### src/hdl/md4_pkg.sv
// Shared constants, types and helper functions for the MD4 digest block.
`default_nettype none

package md4_pkg;

    localparam logic [31:0] INIT_A   = 32'h6745_2301;
    localparam logic [31:0] INIT_B   = 32'hefcd_ab89;
    localparam logic [31:0] INIT_C   = 32'h98ba_dcfe;
    localparam logic [31:0] INIT_D   = 32'h1032_5476;
    localparam logic [31:0] K_ROUND2 = 32'h5a82_7999;
    localparam logic [31:0] K_ROUND3 = 32'h6ed9_eba1;
    localparam logic [31:0] PAD_MARK = 32'h0000_0080;

    localparam int unsigned WORD_W    = 32;
    localparam int unsigned STEPS     = 48;
    localparam int unsigned CNT_W     = 6;
    localparam int unsigned BLK_WORDS = 16;
    localparam int unsigned ADDR_W    = 4;

    localparam logic [1:0] ROUND_1 = 2'd0;
    localparam logic [1:0] ROUND_2 = 2'd1;
    localparam logic [1:0] ROUND_3 = 2'd2;

    // Round and position within a group of four for one compression step.
    typedef struct packed {
        logic [1:0] round;
        logic [1:0] pos;
    } step_ctl_t;

    // Message word used by step i of the compression.
    function automatic logic [ADDR_W-1:0] word_order(input logic [CNT_W-1:0] i);
        logic [ADDR_W-1:0] j;
        logic [ADDR_W-1:0] r;
        j = i[3:0];
        case (i[5:4])
            ROUND_2: r = {j[1:0], j[3:2]};
            ROUND_3: r = {j[0], j[1], j[2], j[3]};
            default: r = j;
        endcase
        return r;
    endfunction

    function automatic logic [4:0] rot_amount(input step_ctl_t c);
        logic [4:0] r;
        case ({c.round, c.pos})
            4'b00_00: r = 5'd3;
            4'b00_01: r = 5'd7;
            4'b00_10: r = 5'd11;
            4'b00_11: r = 5'd19;
            4'b01_00: r = 5'd3;
            4'b01_01: r = 5'd5;
            4'b01_10: r = 5'd9;
            4'b01_11: r = 5'd13;
            4'b10_00: r = 5'd3;
            4'b10_01: r = 5'd9;
            4'b10_10: r = 5'd11;
            4'b10_11: r = 5'd15;
            default:  r = 5'd3;
        endcase
        return r;
    endfunction

    function automatic logic [WORD_W-1:0] rotl32(input logic [WORD_W-1:0] v,
                                                 input logic [4:0] s);
        logic [2*WORD_W-1:0] w;
        w = {v, v} << s;
        return w[2*WORD_W-1:WORD_W];
    endfunction

endpackage

`default_nettype wire

### src/hdl/md4_message_digest.sv
// Top level of the MD4 digest block: word intake, padding, block buffer and compression.
`default_nettype none

// Channel   | Direction | Contents
// s_ (in)   | slave     | tdata: message_word; tuser: byte_count; tlast: last_word
// m_ (out)  | master    | tdata: digest_word; tuser: word_index; tlast: digest_done
//
// A word that does not complete a 64-byte block is only written into the block buffer.
// A word that completes a block also starts a compression: the compression steps (one
// step per cycle, paced by the registered read of the buffer memory), then a fold of
// the working words into the chaining words.
// The last word adds padding words, one or two compressions and four output transfers.
// Reset loads the MD4 initial values and clears length and fill.
// While m_tready is low the current digest word holds; no input is taken meanwhile.
module md4_message_digest (
    input  wire logic        aclk,
    input  wire logic        aresetn,
    input  wire logic        s_tvalid,
    output logic             s_tready,
    input  wire logic [31:0] s_tdata,   // [31:0] message_word
    input  wire logic [2:0]  s_tuser,   // [2:0] byte_count
    input  wire logic        s_tlast,   // last_word
    output logic             m_tvalid,
    input  wire logic        m_tready,
    output logic [31:0]      m_tdata,   // [31:0] digest_word
    output logic [1:0]       m_tuser,   // [1:0] word_index
    output logic             m_tlast    // digest_done
);
    import md4_pkg::*;

    // Controller states.
    localparam logic [2:0] ST_IDLE  = 3'd0;  // taking message words
    localparam logic [2:0] ST_PAD   = 3'd1;  // pushing padding and length words
    localparam logic [2:0] ST_COMP  = 3'd2;  // running the 48 steps
    localparam logic [2:0] ST_FINAL = 3'd3;  // adding working words into chaining words
    localparam logic [2:0] ST_OUT   = 3'd4;  // delivering the digest

    // Padding phases.
    localparam logic [1:0] PH_MARK  = 2'd0;  // the 0x80 word after a full last word
    localparam logic [1:0] PH_ZERO  = 2'd1;  // zeros up to word 13, then the low length in word 14
    localparam logic [1:0] PH_LENHI = 2'd2;  // high length word
    localparam logic [1:0] PH_DONE  = 2'd3;  // everything pushed

    logic [2:0]        st_reg, st_next;
    logic [1:0]        ph_reg, ph_next;
    logic              pad_reg, pad_next;
    logic [ADDR_W-1:0] fill_reg, fill_next;
    logic [63:0]       len_reg, len_next;
    logic [CNT_W-1:0]  cnt_reg, cnt_next;
    logic [1:0]        idx_reg, idx_next;
    logic [WORD_W-1:0] chain_reg [4];
    logic [WORD_W-1:0] chain_next [4];

    logic [WORD_W-1:0] a_reg, b_reg, c_reg, d_reg;
    logic [WORD_W-1:0] a_next, b_next, c_next, d_next;

    // Block buffer: one write port fed by the intake and padding logic, one
    // registered read port used by the compression steps.
    logic [WORD_W-1:0] blk_mem [BLK_WORDS];
    logic [WORD_W-1:0] rdata_reg;
    logic              push;
    logic [WORD_W-1:0] push_data;
    logic [ADDR_W-1:0] rd_addr;

    logic              s_xfer;
    logic              m_xfer;
    logic [2:0]        cnt_sat;
    logic [CNT_W-1:0]  step_idx;
    step_ctl_t         step_ctl;
    logic [WORD_W-1:0] step_t;

    assign s_tready = (st_reg == ST_IDLE);
    assign s_xfer   = s_tvalid & s_tready;
    assign m_tvalid = (st_reg == ST_OUT);
    assign m_xfer   = m_tvalid & m_tready;
    assign m_tdata  = chain_reg[idx_reg];
    assign m_tuser  = idx_reg;
    assign m_tlast  = (idx_reg == 2'd3);

    // Byte counts above four on a last word count as four.
    assign cnt_sat  = (s_tuser > 3'd4) ? 3'd4 : s_tuser;

    // The step being finished in this cycle trails the read address by one.
    assign rd_addr        = word_order(cnt_reg);
    assign step_idx       = cnt_reg - CNT_W'(1);
    assign step_ctl.round = step_idx[5:4];
    assign step_ctl.pos   = step_idx[1:0];

    md4_step u_step (
        .a_in     (a_reg),
        .b_in     (b_reg),
        .c_in     (c_reg),
        .d_in     (d_reg),
        .msg_word (rdata_reg),
        .ctl      (step_ctl),
        .t_out    (step_t)
    );

    always_comb begin
        st_next   = st_reg;
        ph_next   = ph_reg;
        pad_next  = pad_reg;
        fill_next = fill_reg;
        len_next  = len_reg;
        cnt_next  = cnt_reg;
        idx_next  = idx_reg;
        chain_next = chain_reg;
        a_next    = a_reg;
        b_next    = b_reg;
        c_next    = c_reg;
        d_next    = d_reg;
        push      = 1'b0;
        push_data = '0;

        unique case (st_reg)
            ST_IDLE: begin
                if (s_xfer) begin
                    push = 1'b1;
                    if (!s_tlast) begin
                        push_data = s_tdata;
                        len_next  = len_reg + 64'd32;
                    end else begin
                        len_next = len_reg + {58'd0, cnt_sat, 3'd0};
                        pad_next = 1'b1;
                        st_next  = ST_PAD;
                        ph_next  = PH_ZERO;
                        case (cnt_sat)
                            3'd0: push_data = PAD_MARK;
                            3'd1: push_data = {16'h0, PAD_MARK[7:0], s_tdata[7:0]};
                            3'd2: push_data = {8'h0, PAD_MARK[7:0], s_tdata[15:0]};
                            3'd3: push_data = {PAD_MARK[7:0], s_tdata[23:0]};
                            default: begin
                                push_data = s_tdata;
                                ph_next   = PH_MARK;
                            end
                        endcase
                    end
                end
            end
            ST_PAD: begin
                unique case (ph_reg)
                    PH_MARK: begin
                        push      = 1'b1;
                        push_data = PAD_MARK;
                        ph_next   = PH_ZERO;
                    end
                    PH_ZERO: begin
                        push = 1'b1;
                        if (fill_reg == ADDR_W'(BLK_WORDS - 2)) begin
                            push_data = len_reg[31:0];
                            ph_next   = PH_LENHI;
                        end else begin
                            push_data = '0;
                        end
                    end
                    PH_LENHI: begin
                        push      = 1'b1;
                        push_data = len_reg[63:32];
                        ph_next   = PH_DONE;
                    end
                    default: begin
                        st_next = ST_OUT;
                    end
                endcase
            end
            ST_COMP: begin
                cnt_next = cnt_reg + CNT_W'(1);
                if (cnt_reg != '0) begin
                    a_next = d_reg;
                    d_next = c_reg;
                    c_next = b_reg;
                    b_next = step_t;
                end
                if (cnt_reg == CNT_W'(STEPS)) begin
                    st_next = ST_FINAL;
                end
            end
            ST_FINAL: begin
                chain_next[0] = chain_reg[0] + a_reg;
                chain_next[1] = chain_reg[1] + b_reg;
                chain_next[2] = chain_reg[2] + c_reg;
                chain_next[3] = chain_reg[3] + d_reg;
                if (!pad_reg) begin
                    st_next = ST_IDLE;
                end else if (ph_reg == PH_DONE) begin
                    st_next = ST_OUT;
                end else begin
                    st_next = ST_PAD;
                end
            end
            ST_OUT: begin
                if (m_xfer) begin
                    idx_next = idx_reg + 2'd1;
                    if (idx_reg == 2'd3) begin
                        // Digest delivered: back to the initial state for the next message.
                        st_next       = ST_IDLE;
                        pad_next      = 1'b0;
                        ph_next       = PH_MARK;
                        fill_next     = '0;
                        len_next      = '0;
                        chain_next[0] = INIT_A;
                        chain_next[1] = INIT_B;
                        chain_next[2] = INIT_C;
                        chain_next[3] = INIT_D;
                    end
                end
            end
            default: begin
                st_next = ST_IDLE;
            end
        endcase

        // Every push advances the fill; the sixteenth word of a block starts a
        // compression with the working words loaded from the chaining words.
        if (push) begin
            fill_next = fill_reg + ADDR_W'(1);
            if (fill_reg == ADDR_W'(BLK_WORDS - 1)) begin
                st_next  = ST_COMP;
                cnt_next = '0;
                a_next   = chain_reg[0];
                b_next   = chain_reg[1];
                c_next   = chain_reg[2];
                d_next   = chain_reg[3];
            end
        end
    end

    always_ff @(posedge aclk) begin
        if (!aresetn) begin
            st_reg       <= ST_IDLE;
            ph_reg       <= PH_MARK;
            pad_reg      <= 1'b0;
            fill_reg     <= '0;
            len_reg      <= '0;
            cnt_reg      <= '0;
            idx_reg      <= '0;
            chain_reg[0] <= INIT_A;
            chain_reg[1] <= INIT_B;
            chain_reg[2] <= INIT_C;
            chain_reg[3] <= INIT_D;
        end else begin
            st_reg    <= st_next;
            ph_reg    <= ph_next;
            pad_reg   <= pad_next;
            fill_reg  <= fill_next;
            len_reg   <= len_next;
            cnt_reg   <= cnt_next;
            idx_reg   <= idx_next;
            chain_reg <= chain_next;
        end
    end

    always_ff @(posedge aclk) begin
        a_reg <= a_next;
        b_reg <= b_next;
        c_reg <= c_next;
        d_reg <= d_next;
    end

    // Writes happen only outside compression, so a read used by the compression
    // steps never meets a write to the same entry.
    always_ff @(posedge aclk) begin
        if (push) begin
            blk_mem[fill_reg] <= push_data;
        end
        rdata_reg <= blk_mem[rd_addr];
    end

endmodule

`default_nettype wire

### src/hdl/md4_step.sv
// One MD4 compression step: round function, additions and rotation.
`default_nettype none

module md4_step (
    input  wire logic [31:0]         a_in,
    input  wire logic [31:0]         b_in,
    input  wire logic [31:0]         c_in,
    input  wire logic [31:0]         d_in,
    input  wire logic [31:0]         msg_word,
    input  wire md4_pkg::step_ctl_t  ctl,
    output logic [31:0]              t_out
);
    import md4_pkg::*;

    logic [WORD_W-1:0] f;
    logic [WORD_W-1:0] k;
    logic [WORD_W-1:0] sum;

    always_comb begin
        case (ctl.round)
            ROUND_1: begin
                f = (b_in & c_in) | (~b_in & d_in);
                k = '0;
            end
            ROUND_2: begin
                f = (b_in & c_in) | (b_in & d_in) | (c_in & d_in);
                k = K_ROUND2;
            end
            default: begin
                f = b_in ^ c_in ^ d_in;
                k = K_ROUND3;
            end
        endcase
        sum   = a_in + f + msg_word + k;
        t_out = rotl32(sum, rot_amount(ctl));
    end

endmodule

`default_nettype wire
### config.mk
export PLATFORM = sky130hd
export DESIGN_NAME = md4_message_digest
export DESIGN_NICKNAME = d
export VERILOG_FILES = /design/src/hdl/md4_pkg.sv /design/src/hdl/md4_message_digest.sv /design/src/hdl/md4_step.sv
export SDC_FILE = /design/constraint.sdc
export NUM_CORES = 2
export LEC_CHECK = 0
export ABC_AREA = 1
export CAP_MARGIN = 10
export CORE_MARGIN = 1
export CORE_UTILIZATION = 49
export CTS_BUF_LIST = sky130_fd_sc_hd__clkbuf_8 sky130_fd_sc_hd__clkbuf_16
export DETAILED_ROUTE_END_ITERATION = 7
export DONT_BUFFER_PORTS = 1
export GPL_TIMING_DRIVEN = 0
export SYNTH_ARGS = -nofsm -noshare
export SYNTH_HDL_FRONTEND = slang
export SYNTH_HIERARCHICAL = 1
export SYNTH_SLANG_ARGS = --single-unit
### constraint.sdc
create_clock -name aclk -period 4.9 [get_ports aclk]
set_input_delay 1.47 -clock aclk [delete_from_list [all_inputs] [get_ports aclk]]
set_output_delay 1.47 -clock aclk [all_outputs]
set_load 0.05 [all_outputs]
# Word level (Yosys, flattened, before mapping)
# Memories as Yosys holds them, arrays and structs flattened. A register that Yosys moved wholly into a read port is not among the register bits.
# Cells that the tools add are included.
# Widths: inputs -> output; s select.
dict set report classes {
  multipliers 0
  n_reduce_logical 19
  shift 1
  n_eq_ne 23
  mux 73
  add_sub_neg 13
  n_div 0
  bitwise_logic 13
  magnitude_cmp 2
}
# cell count
set op_table {}
lappend op_table {{$mux 32} 21}
lappend op_table {{$mux 128} 2}
lappend op_table {{$mux 64} 4}
lappend op_table {{$pmux 128 s2} 1}
lappend op_table {{$add 32x32->32} 6}
lappend op_table {{$and 32x32->32} 4}
lappend op_table {{$pmux 32 s2} 2}
lappend op_table {{$pmux 32 s4} 1}
lappend op_table {{$pmux 64 s2} 1}
lappend op_table {{$or 32x32->32} 3}
lappend op_table {{$pmux 32 s3} 1}
lappend op_table {{$add 64x6->64} 1}
lappend op_table {{$add 64x6->64 const B} 1}
lappend op_table {{$bmux 32 s2} 1}
lappend op_table {{$shl 64x5->64} 1}
lappend op_table {{$xor 32x32->32} 2}
lappend op_table {{$pmux 31 s2} 1}
lappend op_table {{$mux 3} 11}
lappend op_table {{$add 32x31->32} 1}
lappend op_table {{$not 32->32} 1}
lappend op_table {{$mux 6} 3}
lappend op_table {{$mux 4} 4}
lappend op_table {{$pmux 3 s5} 1}
lappend op_table {{$eq 3x2->1 const B} 4}
lappend op_table {{other kinds (34)} 66}
dict set report totals {
  mem_bits_rw 512
  out_inout_bits 37
  regBits 338
  mem_bits_ro 64
  elab_cells 161
  latchBits 0
  n_memories 2
  input_bits 40
}
# name depth word_bits read_ports rd_ports_with_merged_regs wr line
set memory_table {}
lappend memory_table {blk_mem 16 32 1 1 1 md4_message_digest.sv:59} ;# logic [WORD_W-1:0] blk_mem [BLK_WORDS];
lappend memory_table {{(no name shown)} 16 4 1 0 0 md4_pkg.sv:45} ;# case ({c.round, c.pos})

# Depth between registers and ports, before layout
dict set report depth {
  depth_word 12
  depth_mapped 31
}

# Cells and area by module
# Netlist, hierarchy kept.
# module instances cells_per_inst area_each_um2
set by_module_without_submodules {}
lappend by_module_without_submodules {md4_message_digest 1 5952 46995.1}
lappend by_module_without_submodules {md4_step 1 1295 7329.5}

# Worst setup path before layout
# Ideal clock, no wire load.
dict set report synth_path {
  path_type {register to register}
  startpoint {register cnt_reg[0]}
  endpoint {register b_reg[5]}
  arrival_ps 4433
  stages_incl_launch_ff 28
  synth_period_minus_slack_ps 4507
  path_slack_ps 393
  required_time_ps 4826
  setup_ps 74
  cell_sequence {dfxtp_1 inv_1 ha_1 nand2_1 xor2_1 nor2_1 clkbuf_1 o21ai_0 a21oi_1 nor2_1 fa_1 fa_1 inv_1 ha_1 nand2_1 nor2_1 nand2_1 nor3_1 nand2_1 nand3_1 nand2_1 nand3_1 nand3_1 nand3_1 nand3_1 nand2_1 nand3_1 a31oi_1}
}
dict set report synth_between {
  elab_cells_between_ends 15
}
# item line
set synth_rtl {}
lappend synth_rtl {{start: declaration} md4_message_digest.sv:49} ;# logic [CNT_W-1:0] cnt_reg, cnt_next;
lappend synth_rtl {{start signal: assignment} md4_message_digest.sv:247} ;# cnt_reg <= cnt_next;
lappend synth_rtl {{$sub 6x1->6 *} md4_message_digest.sv:85} ;# assign step_idx = cnt_reg - CNT_W'(1);
lappend synth_rtl {{named net step_idx[0]} md4_message_digest.sv:68} ;# logic [CNT_W-1:0] step_idx;
lappend synth_rtl {{$mem_v2 16x4 *} -}
lappend synth_rtl {{$shl 64x5->64 *} md4_pkg.sv:66} ;# w = {v, v} << s;
lappend synth_rtl {{named net step_t[5]} md4_message_digest.sv:70} ;# logic [WORD_W-1:0] step_t;
lappend synth_rtl {{$mux 32 *} md4_message_digest.sv:168} ;# if (cnt_reg != '0) begin
lappend synth_rtl {{$mux 32 *} md4_message_digest.sv:115} ;# unique case (st_reg)
lappend synth_rtl {{$mux 32} md4_message_digest.sv:217} ;# if (fill_reg == ADDR_W'(BLK_WORDS - 1)) begin
lappend synth_rtl {{$mux 32 *} md4_message_digest.sv:215} ;# if (push) begin
lappend synth_rtl {{named net b_next[5]} md4_message_digest.sv:55} ;# logic [WORD_W-1:0] a_next, b_next, c_next, d_next;
lappend synth_rtl {{end signal: assignment} md4_message_digest.sv:255} ;# b_reg <= b_next;
lappend synth_rtl {{end: declaration} md4_message_digest.sv:54} ;# logic [WORD_W-1:0] a_reg, b_reg, c_reg, d_reg;
# Mark *: on every way through the listed nets, which the timed path passes. The rest lies on a longest branch.
# A chain may end at the register's enable or synchronous reset.

# Worst setup path after layout
dict set report layout_path {
  startpoint {register cnt_reg[2]}
  endpoint {register b_reg[4]}
}
dict set report layout_between {
  elab_chain_cells 11
  elab_cells_between_ends 15
}
# item line
set layout_rtl {}
lappend layout_rtl {{$sub 6x1->6 *} md4_message_digest.sv:85}
lappend layout_rtl {{named net step_idx[5]} md4_message_digest.sv:68}
lappend layout_rtl {{$eq 2x1->1 or $logic_not 2->1 (tied branches)} md4_step.sv:20} ;# case (ctl.round)
lappend layout_rtl {{$pmux 32 s2} md4_step.sv:20}
lappend layout_rtl {{$add 32x32->32 (2 in a row)} md4_step.sv:34} ;# sum = a_in + f + msg_word + k;
lappend layout_rtl {{$add 32x31->32} md4_step.sv:34}
lappend layout_rtl {{$shl 64x5->64 *} md4_pkg.sv:66}
lappend layout_rtl {{named net step_t[4]} md4_message_digest.sv:70}
lappend layout_rtl {{$mux 32 *} md4_message_digest.sv:168}
lappend layout_rtl {{$mux 32 *} md4_message_digest.sv:115}
lappend layout_rtl {{$mux 32} md4_message_digest.sv:217}
lappend layout_rtl {{$mux 32 *} md4_message_digest.sv:215}
lappend layout_rtl {{named net b_next[4]} md4_message_digest.sv:55}
# Marks and branches as above.

==> metrics.csv <==
stage,metric,value,unit
die,die_h,335.0,µm
timing,setup_viol,35,
route,first_iter_violations,5865,
final_layout,utilization,58.94,%
synth,synth_edf_count,512,
synth,syn_inst,7247,
route,route.detailed.drc,1,
worst_setup_path,end_kind,flop,
route,firstDrtPassIters,8,
synth,yosys-top-cells-area,"edfxtp_1 (28%), dfxtp_1 (14%), nand2_1 (13%)",
synth,ys_warn_count,6,
worst_setup_path,critPathMaxStageDelay,0.65,ns
final_layout,syn2layout_area_growth,18.76,%
final_layout,seqCellArea,22740,µm²
clock_network,clock-sinks,879,
timing,timing.hold.ws,0.4764,ns
synth,yosysSeqAreaShare,41.83,%
synth,yosysMostFrequentCell,nand2_1,
synth,ys_async_sr_fraction,0,%
global_route,first_global_vias,49330,
timing,slew_headroom,9.974,%
worst_setup_path,cp_max_fo,6,
synth,syn-num-nets,7560,
global_route,grt_usage,40.27,%
die,top_level_ports,77,
timing,tightest_slew,1.349,ns
final_layout,multiInputGateArea,29770,µm²
global_route,grt_max_degree,34,
timing,rsz0062_at_grt,true,
die,die_x,335.0,µm
power,p_leak,26.85,nW
final_layout,layout.nets,7776,
clock_network,clkTransAtPathRegs,0.06,ns
route,viasPerCell,5.889,
global_route,antenna_found_initial,4,
placed_design,place_hpwl,181200,µm
run,drv_cap,0,
die,core.rowCount,121,
synth,netlist_top_cells_count,"nand2_1 (1840), inv_1 (1076), nand3_1 (636), nor2_1 (602), edfxtp_1 (512)",
timing,clock_skew,0.05437,ns
synth,synthFlopType,edfxtp_1,
clock_network,clockRootBuffer,clkbuf_16,
die,start_util,49.63,%
synth,synth.distinct_cells,58,
global_route,grt_pass1_wl,328800,µm
timing,fmax,192.8,MHz
power,peakVddDrop,347.0,µV
clock_network,clock_path_buffers,3,
route,wl_per_cell,25.62,µm
status,status,finished with violations,
timing,fin_crit,5.187,ns
placed_design,io_buffer_count,0,
min_path,min_path_type,reg -> reg,
die,core-area,109500,µm²
worst_setup_path,crit_top_cell,nand2_2,
placed_design,place_inst,8777,
timing,timing.final.crit_share,105.9,%
clock_network,clock_latency,0.73,ns
route,wl,231200,µm
die,die-area,112200,µm²
worst_setup_path,rrSetupSlack,-0.29,ns
final_layout,fill_cells,10080,
worst_setup_path,crit_type,reg -> reg,
synth,synth_area,54320,µm²
worst_setup_path,crit_arrival,5.78,ns
power,p_per_area,287.5,nW/µm²
worst_setup_path,crit_required,5.49,ns
clock_network,cts-hold-fix-buffers,0,
worst_setup_path,worstSetupStartpointType,flop,
final_layout,instances_no_fill,9024,
placed_design,gp_congestion,1.055,
status,violations,"design-rule violations, negative setup slack",
clock_network,htreeDepth,3,
timing,drv_slew,0,
timing,hold_viol,0,
worst_setup_path,cp_slowest_cell,fa_2,
final_layout,largest_reg_flops,512,
timing,final.setup.worst_slack,-0.2870,ns
min_path,min_path_cells,2,
route,ant_nets,0,
global_route,grt_overflow,0,
clock_network,cts_tree,yes,
route,vias,53140,
synth,postSynthAreaPerCell,7.496,µm²
synth,synth_top_area_share,28.30,%
clock_network,cts_buffers,97,
power,total_power,0.01855,W
placed_design,preCtsSetupSlack,-1.964,ns
synth,ys_ff_latch,879,
synth,synth.largest_area_cell,edfxtp_1,
final_layout,layout-drive-gt1-share,13.28,%
worst_setup_path,ff2ff_path_depth,28,
[layout by cell type (no fill, tap or decap), types with 16 or more instances in the layout]
cell type  instances
buf_6             28
o211ai_1         270
clkbuf_1         195
clkbuf_16        103
nand3_1          439
inv_2             46
o22ai_1           36
ha_1             151
o21ai_1           30
ha_4              28
nor2_1           534
nand4_1           76
nand2_2           99
o21ai_0          357
xor2_1            33
a21oi_1          414
nand3_4           83
buf_8             17
fa_1              81
edfxtp_1         512
inv_1           1060
buf_12            16
nand3_2          116
buf_2             72
a31oi_1          132
buf_4             72
o22ai_2           28
dfxtp_1          362
nand2_1         1690
nand2_4           57
nor2_4            50
nor2_2            26
nor3_1            60
[power breakdown]
part	total, W	switching, W	internal, W	leakage [nW]
clock	0.00743	0.00331	0.00411	1.65
sequential	0.00802	0.0000739	0.00795	7.70
combinational	0.00310	0.00202	0.00108	17.5
[per-layer routing]
metal | global-route usage (%) | part of all wire [%] | up-vias
met2 | 64.80 | 45 | 2726
met4 | 25.05 | 7.7 | 6
met1 | 50.32 | 39 | 25190
met5 | 0 | 0.016 | -
li1 | - | - | 24570
met3 | 6.957 | 8.5 | 651
[path summary, 6_finish.rpt]
| check | startpoint | endpoint |
|---|---|---|
| setup reg to reg | cnt_reg[2]$_SDFF_PN0_ | b_reg[4]$_DFF_P_ |
| setup / recovery | cnt_reg[2]$_SDFF_PN0_ | b_reg[4]$_DFF_P_ |
| hold reg to reg | pad_reg$_SDFFE_PN0P_ | pad_reg$_SDFFE_PN0P_ |
| hold / removal | pad_reg$_SDFFE_PN0P_ | pad_reg$_SDFFE_PN0P_ |
[cell families after synthesis]
family                   synth area share, %
XOR/XNOR                              0.8061
AND/OR/NAND/NOR                        25.04
flip-flops                             41.83
adder cells (fa/ha/maj)                7.559
multiplexers                         0.01843
buffers and inverters                  10.01
AO/OA/AOI/OAI                          14.74
[timing repair]
item / 4_1_cts / 5_1_grt
endpoints found under the setup margin: 63 / 34
pin swaps: 147 / 179
cloned: 1 / 4
resized for setup: 453 / 377
buffers inserted: 26 / 32
endpoints found under the hold margin: 0 / 0
[final cells by class]
cell class	count	area share (%)
antenna	1	0.003879
buffer	306	2.275
clock buffer	109	4.036
clock inverter	74	0.9872
inverter	1089	6.371
multi-input combinational	4972	46.15
sequential	879	35.24
tap	1476	2.863
timing repair buffer	118	2.071
[worst max-delay path: cells and delay by family (launching register included)]
family | cells | cell delay (ns)
AO/OA/AOI/OAI | 3 | 0.48
XOR/XNOR | 2 | 0.42
AND/OR/NAND/NOR | 16 | 1.92
adder cells (fa/ha/maj) | 3 | 1.34
flip-flops | 1 | 0.36
buffers and inverters | 4 | 0.56
[per-stage QoR]
step,TNS [ns],cell area [µm²]
2_1_floorplan,0,54320
3_3_place_gp,-102.90,56170
3_5_place_dp,-60.26,57180
4_1_cts,-3.586,62610
5_1_grt,-8.223,64510
6_report,-4.958,64510
(Power assumes the default switching activity.)
